**src/rtl/core/scdf_pkg.sv**
```systemverilog
// shared types and constants of the sigma-clip disparity filter
`default_nettype none
package scdf_pkg;
  localparam int unsigned SigmaBits = 12;
  localparam logic [0:0] RegSigmaX = 1'b0;
  localparam logic [0:0] RegSigmaY = 1'b1;

  // controller to datapath commands
  typedef struct packed {
    logic load;
    logic clr;
    logic sum_start;
    logic sum_step;
    logic div_start;
    logic div_step;
    logic div_fin;
    logic sqrt_start;
    logic sqrt_step;
    logic thr_calc;
    logic cnt_start;
    logic cnt_step;
    logic emit_start;
    logic emit_step;
  } scdf_cmd_t;

  // datapath to controller status
  typedef struct packed {
    logic idx_last;
    logic step_last;
  } scdf_sts_t;
endpackage
`default_nettype wire

```
**src/rtl/core/scdf_ctrl.sv**
```systemverilog
// controller state machine of the sigma-clip disparity filter
`default_nettype none
module scdf_ctrl
  import scdf_pkg::*;
(
  input  wire logic      clk_i,
  input  wire logic      rst_ni,
  input  wire logic      start_i,
  input  wire logic      final_pair_i,
  input  scdf_sts_t      sts_i,
  output scdf_cmd_t      cmd_o,
  output logic           busy_o
);
  localparam logic [3:0] StIdle  = 4'd0;
  localparam logic [3:0] StMeanS = 4'd1;
  localparam logic [3:0] StMean  = 4'd2;
  localparam logic [3:0] StSqS   = 4'd3;
  localparam logic [3:0] StSq    = 4'd4;
  localparam logic [3:0] StVarS  = 4'd5;
  localparam logic [3:0] StVar   = 4'd6;
  localparam logic [3:0] StRoot  = 4'd7;
  localparam logic [3:0] StThr   = 4'd8;
  localparam logic [3:0] StCnt   = 4'd9;
  localparam logic [3:0] StEmit  = 4'd10;
  localparam logic [3:0] StClr   = 4'd11;

  logic [3:0] state_q, state_d;
  logic       acc;

  assign acc    = start_i && (state_q == StIdle);
  assign busy_o = (state_q != StIdle);

  always_comb begin
    state_d = state_q;
    cmd_o   = '0;
    unique case (state_q)
      StIdle: begin
        if (acc) begin
          cmd_o.load = 1'b1;
          if (final_pair_i) state_d = StMeanS;
        end
      end
      StMeanS: begin
        cmd_o.div_start = 1'b1;
        state_d = StMean;
      end
      StMean: begin
        cmd_o.div_step = 1'b1;
        if (sts_i.step_last) state_d = StSqS;
      end
      StSqS: begin
        cmd_o.div_fin = 1'b1;
        cmd_o.sum_start = 1'b1;
        state_d = StSq;
      end
      StSq: begin
        cmd_o.sum_step = 1'b1;
        if (sts_i.idx_last) state_d = StVarS;
      end
      StVarS: begin
        cmd_o.div_start = 1'b1;
        state_d = StVar;
      end
      StVar: begin
        cmd_o.div_step = 1'b1;
        if (sts_i.step_last) begin
          state_d = StRoot;
        end
      end
      StRoot: begin
        if (!sts_i.step_last) cmd_o.sqrt_start = 1'b1;
        cmd_o.sqrt_step = 1'b1;
        state_d = StThr;
      end
      StThr: begin
        cmd_o.sqrt_step = 1'b1;
        if (sts_i.step_last) begin
          cmd_o.thr_calc = 1'b1;
          cmd_o.cnt_start = 1'b1;
          state_d = StCnt;
        end
      end
      StCnt: begin
        cmd_o.cnt_step = 1'b1;
        if (sts_i.idx_last) begin
          state_d = StEmit;
          cmd_o.emit_start = 1'b1;
        end
      end
      StEmit: begin
        cmd_o.emit_step = 1'b1;
        if (sts_i.idx_last) state_d = StClr;
      end
      StClr: begin
        cmd_o.clr = 1'b1;
        state_d = StIdle;
      end
      default: state_d = StIdle;
    endcase
  end

  always_ff @(posedge clk_i or negedge rst_ni) begin
    if (!rst_ni) state_q <= StIdle;
    else         state_q <= state_d;
  end
endmodule
`default_nettype wire

```
**config.mk**
```make
export PLATFORM = sky130hd
export DESIGN_NAME = scdf_ctrl
export DESIGN_NICKNAME = d
export VERILOG_FILES = /design/src/rtl/core/scdf_pkg.sv /design/src/rtl/core/scdf_ctrl.sv
export SDC_FILE = /design/constraint.sdc
export NUM_CORES = 1
export LEC_CHECK = 0
export CAP_MARGIN = 10
export CORE_AREA = 3 3 40 42
export DETAILED_ROUTE_END_ITERATION = 8
export DIE_AREA = 0 0 43 45
export DONT_BUFFER_PORTS = 1
export PLACE_DENSITY_LB_ADDON = 0.12
export SLEW_MARGIN = 25
export SYNTH_ARGS = -nofsm -noshare
export SYNTH_HDL_FRONTEND = slang
export SYNTH_SLANG_ARGS = --single-unit
```
**constraint.sdc**
```tcl
create_clock -name clk_i -period 2.4 [get_ports clk_i]
set_input_delay 0.24 -clock clk_i [delete_from_list [all_inputs] [get_ports clk_i]]
set_output_delay 0.24 -clock clk_i [all_outputs]
set_load 0.01 [all_outputs]
```
==> flow_metrics.py <==
metrics = {
    "status": {
        "status": "complete, no violations",
    },
    "grt": {
        "grt_pass1_vias": 322,
        "antenna_found_initial": 0,
        "grt_overflow": 0,
        "grt_max_degree": 13,
        "grt_pass1_wl_microns": 1510,
        "grt_use_total_pct": 10.8,
    },
    "placed_design": {
        "post_dp_cell_area_sq_um": 352,
        "dpl.hpwl_microns": 671,
        "placed_cells": 55,
        "pre_cts_slack_ns": 0.957,
        "gp_congestion": 0.710,
        "buffer_ports.inserted": 0,
    },
    "sta": {
        "fin_tns_setup_ns": 0,
        "tightest_slew_ns": 0.689,
        "hold_viol_final": 0,
        "timing.slew.headroom_pct": 53.7,
        "finalMaxSlewViolations": 0,
        "finClkSkew_ns": 0.00476,
        "finalSetupViolCount": 0,
        "whs_ns": 0.0982,
        "rsz0062_at_grt": "false",
        "max_clock_freq_ghz": 0.588,
        "layout_setup_ws_ns": 0.699,
        "period_needed_ns": 1.70,
        "finalCritPeriodShare_pct": 70.9,
    },
    "clock_network": {
        "hold_buffers": 1,
        "post_cts_buffers": 0,
        "insertion_delay_ns": 0.24,
        "path_clk_slew_ns": 0.04,
        "cts_resized": 0,
        "cts_buffers": 3,
        "cts_root_buf": "clkbuf_4",
        "clockBufferDepth": 2,
        "cts_sinks": 4,
        "cts-htree-levels": 1,
        "cts_tree": "built",
    },
    "cells_and_area": {
        "largest_reg_flops": 4,
        "fin_nets": 52,
        "area_growth_pct": 1.66,
        "drive_above_1_share_pct": 18.2,
        "top_regs": "state_q x4",
        "regMostFlops": "state_q",
        "final_util_pct": 29.9,
        "fin_area_sq_um": 384,
        "finalNonFillerCells": 59,
        "antenna_cells": 0,
    },
    "floorplanning": {
        "core_area_sq_mm": 0.00128,
        "io_pins": 21,
        "rows": 13,
        "dieArea_sq_mm": 0.00194,
        "die_w_microns": 43,
        "start_util_pct": 29.4,
        "die-height_microns": 45,
    },
    "synth": {
        "synth_area_sq_um": 378,
        "synth.top_cells.by_count": "9 x nor2_1, 4 x dfrtp_1, 3 x buf_2, 3 x nand2_1",
        "synth_cell_types": 25,
        "syn_inst": 46,
        "synth_top_area_share_pct": 26.5,
        "yosys-top-cells-area": "dfrtp_1 26%, nor2_1 8.9%, buf_6 6.0%, buf_2 4.0%, buf_4 4.0%",
        "synth_edf_count": 0,
        "ys_ff_latch": 4,
        "yosys_warnings": 0,
        "synth_flop_cell": "dfrtp_1",
        "yosysMostFrequentCell": "nor2_1",
        "yosysTopAreaCell": "dfrtp_1",
        "async_flop_share_pct": 100,
        "syn_area_per_cell_sq_um": 8.21,
        "syn-num-nets": 52,
        "ys_seq_area_share_pct": 26.5,
    },
    "route": {
        "drtIter0Drc": 8,
        "avgViaCountPerCell": 5.58,
        "drc": 0,
        "wl_per_cell_microns": 15.7,
        "dr.pass1.iters": 4,
        "drt_wl_total_microns": 926,
        "drtAntennaViolNets": 0,
        "via_count": 329,
    },
    "job": {
        "cap_violations": 0,
    },
    "min_path": {
        "hp-class": "in -> reg",
    },
    "setup_path": {
        "crit_fanout": 12,
        "start_kind": "flop",
        "critPathRequiredTime_ns": 2.16,
        "cp-end-kind": "output port",
        "arrival_ns": 1.46,
        "path_class": "reg -> out",
    },
    "pwr": {
        "power.leakage_nw": 0.158,
        "powerDensity_mw_per_mm2": 1560,
        "finalPower_uw": 601,
        "vdd_ir_drop_max_uv": 792,
    },
}
-- layout make-up --
| cell class | instances | area (sq um) |
|---|---|---|
| Sequential cell | 4 | 100 |
| Timing Repair Buffer | 2 | 17.5 |
| Multi-Input combinational cell | 33 | 218 |
| Tap cell | 15 | 18.8 |
| Inverter | 2 | 7.51 |
| Clock buffer | 3 | 22.5 |
| Fill cell | 147 | 901 |
-- layout by cell type (no fill, tap or decap), types with 2 or more instances in the layout --
cell	n
dfrtp_1	4
o31ai_1	2
clkbuf_4	3
nand2_1	3
nor2_1	9
inv_1	2
and2_1	2
o21ai_0	2
-- critical path: stages, from the launching register on --
cell	delay (ns)
dfrtp_1	0.59
nand2b_4	0.14
nor4b_1	0.30
buf_4	0.19
-- report_power, final --
group / total [mW] / switching [mW] / leakage [nW] / internal (mW)
Clock: 0.0849 / 0.0289 / 0.0138 / 0.0560
Combinational: 0.316 / 0.178 / 0.0944 / 0.138
Sequential: 0.200 / 0.0979 / 0.0497 / 0.102
Total: 0.601 / 0.305 / 0.158 / 0.296
-- worst paths after layout --
kind	from	depth (start not counted)	slack, ns	endpoint
setup / recovery	state_q[3]	3	0.70	cmd_o[3]
hold / removal	sts_i[1]	1	0.1	state_q[0]
setup reg to reg	state_q[3]	4	1.02	state_q[0]
hold reg to reg	state_q[2]	1	0.72	state_q[1]
max in group asynchronous	rst_ni	1	1.95	state_q[2]
min in group asynchronous	rst_ni	1	0.27	state_q[1]
-- per-layer routing --
| metal | routed length, microns | track usage (%) | vias up |
|---|---|---|---|
| met4 | 16 | 3.61 | 0 |
| met5 | 0 | 0 | - |
| li1 | - | - | 160 |
| met2 | 399 | 14.1 | 17 |
| met1 | 429 | 14.1 | 150 |
| met3 | 81 | 7.17 | 2 |
-- cells by family (layout without fill, tap and decap cells) --
kind of cell	count (synthesis)	count (layout)	synth area share, %
buffers and inverters	9	7	15.9
XOR/XNOR	1	1	2.32
multiplexers	2	2	6.62
AND/OR/NAND/NOR	21	21	29.1
AO/OA/AOI/OAI	9	9	19.5
flip-flops	4	4	26.5
No activity file was read; power rests on OpenSTA's default activity.
